===== src/hdl/assert_macros.svh =====
// Assertion macros used by the top-level RTL file to check its own logic.
`ifndef ASSERT_MACROS_SVH
`define ASSERT_MACROS_SVH

// Same-cycle implication, disabled while reset is asserted.
`define DDSP_ASSERT_NOW(label, clk, rst_n, ante, cons, msg) \
	label: assert property (@(posedge clk) disable iff (!rst_n) (ante) |-> (cons)) \
		else $error(msg);

// Next-cycle implication, disabled while reset is asserted.
`define DDSP_ASSERT_NEXT(label, clk, rst_n, ante, cons, msg) \
	label: assert property (@(posedge clk) disable iff (!rst_n) (ante) |=> (cons)) \
		else $error(msg);

`endif


===== src/hdl/ddsp_pkg.sv =====
// Package: field widths, register indexes, shape codes and shared types of the sampler.
`default_nettype none
package ddsp_pkg;

	localparam int FRAC_W   = 32;
	localparam int DEMAND_W = 8;
	localparam int MODE_W   = 2;
	localparam int SIZE_W   = 8;
	localparam int IDX_W    = 1;

	// register indexes of the write port
	localparam logic [IDX_W-1:0] REG_SHAPE_MODE = 1'b0;
	localparam logic [IDX_W-1:0] REG_TABLE_SIZE = 1'b1;

	// shape codes; the unused code builds the uniform table
	localparam logic [MODE_W-1:0] MODE_UNIFORM = 2'd0;
	localparam logic [MODE_W-1:0] MODE_RAMP    = 2'd1;
	localparam logic [MODE_W-1:0] MODE_TRI     = 2'd2;
	localparam logic [MODE_W-1:0] MODE_UNUSED  = 2'd3;

	localparam logic [MODE_W-1:0] MODE_RESET = MODE_UNIFORM;
	localparam logic [SIZE_W-1:0] SIZE_RESET = 8'd100;

	typedef struct packed {
		logic [MODE_W-1:0] shape_mode;
		logic [SIZE_W-1:0] table_size;
	} cfg_regs_t;

	typedef enum logic [1:0] {
		ST_IDLE,
		ST_MUL,
		ST_CMP,
		ST_HOLD
	} srch_state_t;

endpackage
`default_nettype wire


===== src/hdl/ddsp_channels.sv =====
// Valid/ready channel interfaces for the fraction input and the demand output.
`default_nettype none
interface ddsp_frac_if;
	logic                       valid;
	logic                       ready;
	logic [ddsp_pkg::FRAC_W-1:0] uniform_fraction;

	modport source (output valid, output uniform_fraction, input ready);
	modport sink (input valid, input uniform_fraction, output ready);
endinterface

interface ddsp_demand_if;
	logic                         valid;
	logic                         ready;
	logic [ddsp_pkg::DEMAND_W-1:0] demand_value;

	modport source (output valid, output demand_value, input ready);
	modport sink (input valid, input demand_value, output ready);
endinterface
`default_nettype wire


===== src/hdl/ddsp_table_mem.sv =====
// Cumulative count table: one write port, one read port with registered data.
`default_nettype none
module ddsp_table_mem #(
	parameter int MAX_ENTRIES = 128
) (
	input  wire                                                     clk,
	input  wire                                                     we,
	input  wire  [$clog2(MAX_ENTRIES)-1:0]                          waddr,
	input  wire  [$clog2(MAX_ENTRIES*(MAX_ENTRIES+1)/2+1)-1:0]      wdata,
	input  wire  [$clog2(MAX_ENTRIES)-1:0]                          raddr,
	output logic [$clog2(MAX_ENTRIES*(MAX_ENTRIES+1)/2+1)-1:0]      rdata
);
	localparam int CW = $clog2(MAX_ENTRIES*(MAX_ENTRIES+1)/2+1);

	logic [CW-1:0] mem_q [MAX_ENTRIES];

	// write port
	always_ff @(posedge clk) begin
		if (we) begin
			mem_q[waddr] <= wdata;
		end
	end

	// read port, data registered for the next cycle
	always_ff @(posedge clk) begin
		rdata <= mem_q[raddr];
	end
endmodule
`default_nettype wire


===== src/hdl/ddsp_builder.sv =====
// Table builder: writes one cumulative count per cycle after reset or a register write.
`default_nettype none
module ddsp_builder #(
	parameter int MAX_ENTRIES = 128
) (
	input  wire                                                     clk,
	input  wire                                                     arst_n,
	input  wire                                                     start,
	input  ddsp_pkg::cfg_regs_t                                     cfg,
	output logic                                                    busy,
	output logic [$clog2(MAX_ENTRIES+1)-1:0]                        n_used,
	output logic [$clog2(MAX_ENTRIES*(MAX_ENTRIES+1)/2+1)-1:0]      total,
	output logic                                                    we,
	output logic [$clog2(MAX_ENTRIES)-1:0]                          waddr,
	output logic [$clog2(MAX_ENTRIES*(MAX_ENTRIES+1)/2+1)-1:0]      wdata
);
	import ddsp_pkg::*;

	localparam int NW = $clog2(MAX_ENTRIES+1);
	localparam int AW = $clog2(MAX_ENTRIES);
	localparam int CW = $clog2(MAX_ENTRIES*(MAX_ENTRIES+1)/2+1);
	localparam int SW = (NW > SIZE_W) ? NW : SIZE_W;
	localparam int PW = 2*NW + 1;

	logic [SW-1:0] size_ext;
	logic [NW-1:0] n_w;
	logic [PW-1:0] n_ext;
	logic [PW-1:0] ramp_prod;
	logic [PW-1:0] tri_prod;
	logic [CW-1:0] total_d;
	logic [NW-1:0] half_n;
	logic [CW-1:0] count_d;
	logic [CW-1:0] i_ext;

	logic          busy_q;
	logic [NW-1:0] i_q;
	logic [CW-1:0] acc_q;
	logic [CW-1:0] total_q;

	// saturate the size to the table depth
	always_comb begin
		size_ext = SW'(cfg.table_size);
		if (size_ext > SW'(MAX_ENTRIES)) begin
			n_w = NW'(MAX_ENTRIES);
		end else begin
			n_w = NW'(size_ext);
		end
	end

	// total weight for the selected shape
	always_comb begin
		n_ext     = PW'(n_w);
		ramp_prod = n_ext * (n_ext + PW'(1));
		tri_prod  = n_ext * n_ext;
		case (cfg.shape_mode)
			MODE_RAMP: total_d = CW'(ramp_prod >> 1);
			MODE_TRI:  total_d = CW'(tri_prod >> 2);
			default:   total_d = CW'(n_w);
		endcase
	end

	// count of the entry being written
	always_comb begin
		half_n = n_w >> 1;
		i_ext  = CW'(i_q);
		case (cfg.shape_mode)
			MODE_RAMP: count_d = acc_q + i_ext + CW'(1);
			MODE_TRI: begin
				if (i_q == '0) begin
					count_d = '0;
				end else if (i_q < half_n) begin
					count_d = acc_q + i_ext;
				end else begin
					count_d = acc_q + CW'(n_w - i_q);
				end
			end
			default:   count_d = i_ext + CW'(1);
		endcase
	end

	// build sequencer
	always_ff @(posedge clk or negedge arst_n) begin
		if (!arst_n) begin
			busy_q  <= 1'b0;
			i_q     <= '0;
			acc_q   <= '0;
			total_q <= '0;
		end else if (start) begin
			busy_q  <= (n_w != '0);
			i_q     <= '0;
			acc_q   <= '0;
			total_q <= total_d;
		end else if (busy_q) begin
			acc_q <= count_d;
			i_q   <= i_q + NW'(1);
			if (i_q + NW'(1) == n_w) begin
				busy_q <= 1'b0;
			end
		end
	end

	assign busy   = busy_q;
	assign n_used = n_w;
	assign total  = total_q;
	assign we     = busy_q;
	assign waddr  = i_q[AW-1:0];
	assign wdata  = count_d;
endmodule
`default_nettype wire


===== src/hdl/ddsp_search.sv =====
// Search engine: scales the fraction, walks the table one entry a cycle, holds the result word.
`default_nettype none
module ddsp_search #(
	parameter int MAX_ENTRIES = 128
) (
	input  wire                                                     clk,
	input  wire                                                     arst_n,
	ddsp_frac_if.sink                                               frac_in,
	ddsp_demand_if.source                                           demand_out,
	input  wire                                                     hold_off,
	input  wire  [$clog2(MAX_ENTRIES+1)-1:0]                        n_used,
	input  wire  [$clog2(MAX_ENTRIES*(MAX_ENTRIES+1)/2+1)-1:0]      total,
	output logic [$clog2(MAX_ENTRIES)-1:0]                          raddr,
	input  wire  [$clog2(MAX_ENTRIES*(MAX_ENTRIES+1)/2+1)-1:0]      rdata
);
	import ddsp_pkg::*;

	localparam int NW = $clog2(MAX_ENTRIES+1);
	localparam int AW = $clog2(MAX_ENTRIES);
	localparam int CW = $clog2(MAX_ENTRIES*(MAX_ENTRIES+1)/2+1);
	localparam int XW = FRAC_W + CW;

	srch_state_t      state_q, state_d;
	logic [FRAC_W-1:0] u_q;
	logic [CW-1:0]     hi_q;
	logic [NW-1:0]     k_q;
	logic              out_valid_q;
	logic [DEMAND_W-1:0] out_data_q;

	logic          accept;
	logic [XW-1:0] prod;
	logic [NW-1:0] k_inc;
	logic          pass;
	logic          out_load;
	logic [15:0]   k_ext;

	// scaled fraction: integer part of u * total / 2^32
	assign prod  = XW'(u_q) * XW'(total);
	assign k_inc = k_q + NW'(1);
	assign pass  = (rdata <= hi_q);
	assign k_ext = 16'(k_q);

	// next state and handshakes
	always_comb begin
		state_d       = state_q;
		frac_in.ready = (state_q == ST_IDLE) && !hold_off;
		accept        = frac_in.valid && frac_in.ready;
		out_load      = (state_q == ST_HOLD) && (!out_valid_q || demand_out.ready);
		raddr         = (state_q == ST_CMP) ? k_inc[AW-1:0] : '0;
		case (state_q)
			ST_IDLE: begin
				if (accept) begin
					state_d = ST_MUL;
				end
			end
			ST_MUL: begin
				state_d = (n_used == '0) ? ST_HOLD : ST_CMP;
			end
			ST_CMP: begin
				if (!pass || k_inc == n_used) begin
					state_d = ST_HOLD;
				end
			end
			ST_HOLD: begin
				if (out_load) begin
					state_d = ST_IDLE;
				end
			end
			default: state_d = ST_IDLE;
		endcase
	end

	// state, entry counter and output word
	always_ff @(posedge clk or negedge arst_n) begin
		if (!arst_n) begin
			state_q     <= ST_IDLE;
			k_q         <= '0;
			out_valid_q <= 1'b0;
		end else begin
			state_q <= state_d;
			if (state_q == ST_MUL) begin
				k_q <= '0;
			end else if (state_q == ST_CMP && pass) begin
				k_q <= k_inc;
			end
			if (out_load) begin
				out_valid_q <= 1'b1;
			end else if (demand_out.ready) begin
				out_valid_q <= 1'b0;
			end
		end
	end

	// payload registers
	always_ff @(posedge clk) begin
		if (accept) begin
			u_q <= frac_in.uniform_fraction;
		end
		if (state_q == ST_MUL) begin
			hi_q <= prod[XW-1:FRAC_W];
		end
		if (out_load) begin
			out_data_q <= k_ext[DEMAND_W-1:0];
		end
	end

	assign demand_out.valid        = out_valid_q;
	assign demand_out.demand_value = out_data_q;
endmodule
`default_nettype wire


===== src/hdl/discrete_demand_sampler_top.sv =====
// A word is accepted while idle, scaled, and walked against the table until an entry exceeds
// it or the table ends; its demand value then goes into the output register. Throughput: one
// word at a time; the table walk reads one entry per cycle from the RAM.
// Next word is taken once the result has moved into the output register.
// Reset and each register write rebuild the table, with the input held off until it is done.
// Reset values: uniform shape, table size 100 (saturated to MAX_ENTRIES).
`default_nettype none
`include "assert_macros.svh"
module discrete_demand_sampler_top #(
	parameter int MAX_ENTRIES = 128
) (
	input  wire                              clk,
	input  wire                              arst_n,
	ddsp_frac_if.sink                        frac_in,
	ddsp_demand_if.source                    demand_out,
	input  wire                              write_en,
	input  wire  [ddsp_pkg::IDX_W-1:0]       reg_index,
	input  wire  [ddsp_pkg::SIZE_W-1:0]      write_data
);
	import ddsp_pkg::*;

	localparam int NW = $clog2(MAX_ENTRIES+1);
	localparam int AW = $clog2(MAX_ENTRIES);
	localparam int CW = $clog2(MAX_ENTRIES*(MAX_ENTRIES+1)/2+1);

	cfg_regs_t     cfg_q;
	logic          start_q;
	logic          build_busy;
	logic [NW-1:0] n_used;
	logic [CW-1:0] total;
	logic          mem_we;
	logic [AW-1:0] mem_waddr;
	logic [CW-1:0] mem_wdata;
	logic [AW-1:0] mem_raddr;
	logic [CW-1:0] mem_rdata;

	// config registers; any write restarts the table build
	always_ff @(posedge clk or negedge arst_n) begin
		if (!arst_n) begin
			cfg_q.shape_mode <= MODE_RESET;
			cfg_q.table_size <= SIZE_RESET;
			start_q          <= 1'b1;
		end else begin
			start_q <= write_en;
			if (write_en) begin
				case (reg_index)
					REG_SHAPE_MODE: cfg_q.shape_mode <= write_data[MODE_W-1:0];
					REG_TABLE_SIZE: cfg_q.table_size <= write_data;
					default: ;
				endcase
			end
		end
	end

	ddsp_builder #(.MAX_ENTRIES(MAX_ENTRIES)) u_builder (
		.clk    (clk),
		.arst_n (arst_n),
		.start  (start_q),
		.cfg    (cfg_q),
		.busy   (build_busy),
		.n_used (n_used),
		.total  (total),
		.we     (mem_we),
		.waddr  (mem_waddr),
		.wdata  (mem_wdata)
	);

	ddsp_table_mem #(.MAX_ENTRIES(MAX_ENTRIES)) u_mem (
		.clk   (clk),
		.we    (mem_we),
		.waddr (mem_waddr),
		.wdata (mem_wdata),
		.raddr (mem_raddr),
		.rdata (mem_rdata)
	);

	ddsp_search #(.MAX_ENTRIES(MAX_ENTRIES)) u_search (
		.clk        (clk),
		.arst_n     (arst_n),
		.frac_in    (frac_in),
		.demand_out (demand_out),
		.hold_off   (build_busy || start_q),
		.n_used     (n_used),
		.total      (total),
		.raddr      (mem_raddr),
		.rdata      (mem_rdata)
	);

	// checks
	`DDSP_ASSERT_NOW(a_build_holds_input, clk, arst_n, build_busy, !frac_in.ready, "word accepted during table build")
	`DDSP_ASSERT_NEXT(a_write_holds_input, clk, arst_n, write_en, !frac_in.ready, "input ready right after a register write")
	`DDSP_ASSERT_NEXT(a_one_in_flight, clk, arst_n, frac_in.valid && frac_in.ready, !frac_in.ready, "second word taken while one is in flight")
	`DDSP_ASSERT_NOW(a_demand_in_range, clk, arst_n, demand_out.valid, 16'(demand_out.demand_value) <= 16'(n_used), "demand value above table size")
endmodule
`default_nettype wire


===== src/flat_wrapper.sv =====
// flat-port wrapper written by rule: the top's interface ports become plain ports
module discrete_demand_sampler_top_flat import ddsp_pkg::*;
#(
	parameter int MAX_ENTRIES = 128
)
  (clk, arst_n, write_en, reg_index, write_data, frac_in_valid, frac_in_uniform_fraction, frac_in_ready, demand_out_valid, demand_out_demand_value, demand_out_ready);
  ddsp_frac_if frac_in_i ();
  ddsp_demand_if demand_out_i ();
  input  wire clk;
  input  wire arst_n;
  input  wire write_en;
  input  wire  [ddsp_pkg::IDX_W-1:0] reg_index;
  input  wire  [ddsp_pkg::SIZE_W-1:0] write_data;
  input wire logic [$bits(frac_in_i.valid)-1:0] frac_in_valid;
  input wire logic [$bits(frac_in_i.uniform_fraction)-1:0] frac_in_uniform_fraction;
  output wire logic [$bits(frac_in_i.ready)-1:0] frac_in_ready;
  output wire logic [$bits(demand_out_i.valid)-1:0] demand_out_valid;
  output wire logic [$bits(demand_out_i.demand_value)-1:0] demand_out_demand_value;
  input wire logic [$bits(demand_out_i.ready)-1:0] demand_out_ready;
  assign frac_in_i.valid = frac_in_valid;
  assign frac_in_i.uniform_fraction = frac_in_uniform_fraction;
  assign frac_in_ready = frac_in_i.ready;
  assign demand_out_valid = demand_out_i.valid;
  assign demand_out_demand_value = demand_out_i.demand_value;
  assign demand_out_i.ready = demand_out_ready;
  discrete_demand_sampler_top #(.MAX_ENTRIES(MAX_ENTRIES)) u_core (.clk(clk), .arst_n(arst_n), .frac_in(frac_in_i), .demand_out(demand_out_i), .write_en(write_en), .reg_index(reg_index), .write_data(write_data));
endmodule

===== config.mk =====
export PLATFORM = sky130hd
export DESIGN_NAME = discrete_demand_sampler_top_flat
export DESIGN_NICKNAME = d
export VERILOG_FILES = /design/src/hdl/ddsp_pkg.sv /design/src/hdl/ddsp_channels.sv /design/src/hdl/ddsp_table_mem.sv /design/src/hdl/ddsp_builder.sv /design/src/hdl/ddsp_search.sv /design/src/hdl/discrete_demand_sampler_top.sv /design/src/flat_wrapper.sv
export VERILOG_INCLUDE_DIRS = /design/src /design/src/hdl
export SDC_FILE = /design/constraint.sdc
export NUM_CORES = 2
export LEC_CHECK = 0
export BUFFER_PORTS_ARGS = -buffer_cell sky130_fd_sc_hd__buf_2
export CAP_MARGIN = 20
export CORE_MARGIN = 8
export CORE_UTILIZATION = 64
export DETAILED_ROUTE_END_ITERATION = 8
export HOLD_SLACK_MARGIN = 0.1
export PLACE_DENSITY_LB_ADDON = 0.3
export SETUP_SLACK_MARGIN = 0.1
export SYNTH_ARGS = -nofsm -noshare
export SYNTH_HDL_FRONTEND = slang
export SYNTH_SLANG_ARGS = --single-unit

===== constraint.sdc =====
create_clock -name clk -period 10 [get_ports clk]
set_input_delay 0.5 -clock clk [delete_from_list [all_inputs] [get_ports clk]]
set_output_delay 0.5 -clock clk [all_outputs]
set_load 0.005 [all_outputs]

==> results.toml <==
[clock_tree]
postCtsSetupBuffers = 0
cts_sinks = 1919
clk_latency_ns = 0.85
cts_root_buf = "clkbuf_16"
postCtsHoldBufs = 46
cts_tree = "yes"
cts_resized = 0
h-tree-depth = 4
cts-buffers-inserted = 182
clock_path_buffers = 3
clkSlewWorstSetupHoldPaths_ns = 0.06

[global_route]
use_met2 = 0.4933
grt_pass1_wl_um = 370800
grt_max_degree = 134
gr-usage-met3 = 0.07389
globalRoute.totalOverflow = 0
grt_use_total = 0.3117
busiest_layer = "met2"
first_global_vias = 59327
antenna_found_initial = 5
met1_usage = 0.4050

[finish]
nNetsFinal = 7256
fillerInstances = 9004
syn2layout_area_growth_pct = 10.11
final_layout_size_suffix_gt1_frac = 0.1322
design_area_sq_um = 103500
utilization = 0.7100

[outcome]
outcome = "finished, final reports clean"

[detailed_routing]
wirelength_um = 248100
ant_nets = 0
viasPerCell = 6.744
routedWlPerCell_um = 28.78
drt_iter0_markers = 7266
drc = 0
vias = 58130
first_pass_iters = 6

[synthesis]
synth_adder_area_share = 0.1216
muxShareOfSynthArea = 0.07675
synth-simple-area-share = 0.07471
syn-cell-area_sq_um = 93970
synth_top_area_share = 0.5899
synth_edf_count = 1846
ys_ff_latch = 1919
yosysTopAreaCell = "edfxtp_1"
synth_most_common_cell = "edfxtp_1"
yosysSeqAreaShare = 0.6086
synth_warnings = 0
synth_top_family_by_area = "adder cells"
synth_compound_area_frac = 0.07089
syn_area_per_cell_sq_um = 14.64
yosysUniqueCellTypes = 89
ys.flop_type = "edfxtp_1"
synth_xor_area_frac = 0.01049
syn_inst = 6420
synth_area_leaders = "edfxtp_1 (59%), fa_1 (9.1%), mux4_2 (5.8%)"
synth_commonest_cells = "edfxtp_1 (1846), nand2_1 (586), inv_1 (494), fa_1 (425), nor2_1 (276)"
ys_async_sr_fraction = 0.03075

[critical_path]
crit_slowest_cell = "dfrtp_1"
cpMostUsedCell = "fa_1"
cp_slowest_stage_delay_ns = 1.10
setup.worst_path.class = "reg -> reg"
critical_path_required_ns = 10.54
worstPathArrival_ns = 7.78
cp_max_fo = 33
end_kind = "flip-flop"
path_cells = "and2_1, fa_1, inv_1, fa_1, inv_1, fa_1, fa_1, fa_1, inv_1, fa_1, inv_1, ha_1, a21oi_1, o21ai_0, a211o_1, a221oi_1, a21oi_1, or3_1, a21oi_1, xnor2_1"
cp-start-kind = "flip-flop"

[floorplanning]
die_area_sq_um = 159300
initial_utilization = 0.6448
die_y_um = 399.2
rows = 140
die_x_um = 399.2
core_area_sq_um = 145700
ios = 56

[power]
leakagePower_nw = 37.53
peakVddDrop_v = 0.0006807
p_per_area_nw_per_um2 = 337.2

[sta]
finalCriticalPeriod_ns = 7.240
setup_viol = 0
hold_viol = 0
final.setup.tns_ns = 0
rsz0062_at_grt = "no"
layout_setup_ws_ns = 2.760
fin_crit_sh = 0.7240
slew_viol_final = 0
relSlewSlack = 0.1262
fin_skew_ns = 0.07727
fmax_mhz = 138.1
whs_ns = 0.3149
max_slew.worst_pin.slew_ns = 1.310

[worst_hold_path]
hold_path.class = "in -> reg"

[run]
drv_cap = 0

[placed_design]
hpwl_um = 152300
place_ws_ns = 2.838
port_buffers = 55
gp_congestion = 0.9346
post_dp_cell_area_sq_um = 97120
layout by cell type (no fill, tap or decap), drive strengths merged, types with 20 or more instances in the layout:
master,synthesis,layout
edfxtp,1846,1846
nand2,586,586
inv,496,504
fa,425,425
nor2,277,277
buf,143,260
mux4,242,242
clkbuf,229,240
ha,233,233
and2,224,224
o221ai,179,179
nand3,162,162
a21oi,156,156
o21ai,133,133
mux2i,122,122
o22ai,88,88
nor3,82,82
clkinv,7,81
a211oi,75,75
xnor2,75,75
a311oi,59,59
dfrtp,55,55
nor2b,52,52
a31oi,49,49
mux2,48,48
dlygate4sd3,0,46
nand4,34,34
xor2,32,32
a21o,31,31
a221oi,25,25
o211ai,20,20
a22oi,20,20
through the flow:
step                      instances  power (W)
after floorplan                6434    0.02287
after global placement         8235    0.02745
after detailed placement       8236    0.02789
after CTS                      8614    0.03478
after global routing           8617    0.03744
final                          8620    0.03489
state kept, by name, indices dropped and copies added (netlist names), 2 cells and up:
| register | count |
|---|---|
| u_core.u_mem.mem_q | 1792 |
| u_core.u_search.u_q | 32 |
| u_core.u_builder.acc_q | 14 |
| u_core.u_builder.total | 14 |
| u_core.u_mem.rdata | 14 |
| u_core.u_search.hi_q | 14 |
| u_core.cfg_q | 10 |
| u_core.u_builder.i_q | 8 |
| u_core.u_search.demand_out.demand_value | 8 |
| u_core.u_search.k_q | 8 |
| u_core.u_search.state_q | 2 |
worst max-delay path: cells and delay by family, from the launching register on:
family	cells	cell delay [ns]
adder cells (fa/ha/maj)	7	3.05
AO/OA/AOI/OAI	6	1.78
flip-flops	1	1.10
buffers and inverters	4	0.25
XOR/XNOR	1	0.09
AND/OR/NAND/NOR	2	0.69
cell type report:
type                            count  area [sq um]  area share
Antenna cell                        3         7.507  0.00007255
Clock buffer                      240          4863     0.04700
Clock inverter                     92         958.4    0.009263
Inverter                          503          1893     0.01830
Multi-Input combinational cell   3640         33700      0.3257
Sequential cell                  1919         57200      0.5528
Tap cell                         1917          2399     0.02318
Timing Repair Buffer              306          2452     0.02370
final timing paths:
kind	start	depth (start not counted)	slack [ns]	to
max in group asynchronous	arst_n	3	8.88	u_core.u_search.k_q[0]$_DFFE_PN0P_
min in group asynchronous	arst_n	3	0.41	u_core.u_builder.total[8]$_DFFE_PN0P_
worst max-delay path	u_core.u_builder.total[4]$_DFFE_PN0P_	20	2.76	u_core.u_search.hi_q[6]$_DFFE_PP_
worst min register to register	u_core.u_builder.total[1]$_DFFE_PN0P_	1	0.54	u_core.u_builder.total[1]$_DFFE_PN0P_
worst min-delay path	frac_in_valid	4	0.31	u_core.u_search.state_q[0]$_DFFE_PN0P_
worst max register to register	u_core.u_builder.total[4]$_DFFE_PN0P_	20	2.76	u_core.u_search.hi_q[6]$_DFFE_PP_
cells by family (layout without fill, tap and decap cells):
kind of cell | Yosys count | count (layout)
xor+xnor | 107 | 107
buf+inv | 875 | 1141
fa+ha+maj | 658 | 658
compound gates | 945 | 945
simple gates | 1502 | 1502
other cells | 2 | 19
flops | 1919 | 1919
mux | 412 | 412
metal layers:
metal | routed length, um | part of all wire
met1 | 87120 | 0.35
met2 | 116500 | 0.47
met3 | 28650 | 0.12
met4 | 15710 | 0.063
met5 | 80 | 0.00032
power breakdown:
| group | switching, W | leakage, nW | internal (W) |
|---|---|---|---|
| Combinational | 0.0113 | 16.5 | 0.00708 |
| Clock | 0.00301 | 2.83 | 0.00372 |
| Sequential | 0.000192 | 18.2 | 0.00957 |
| Total | 0.0145 | 37.5 | 0.0204 |
No activity file was read; power rests on OpenSTA's default activity.
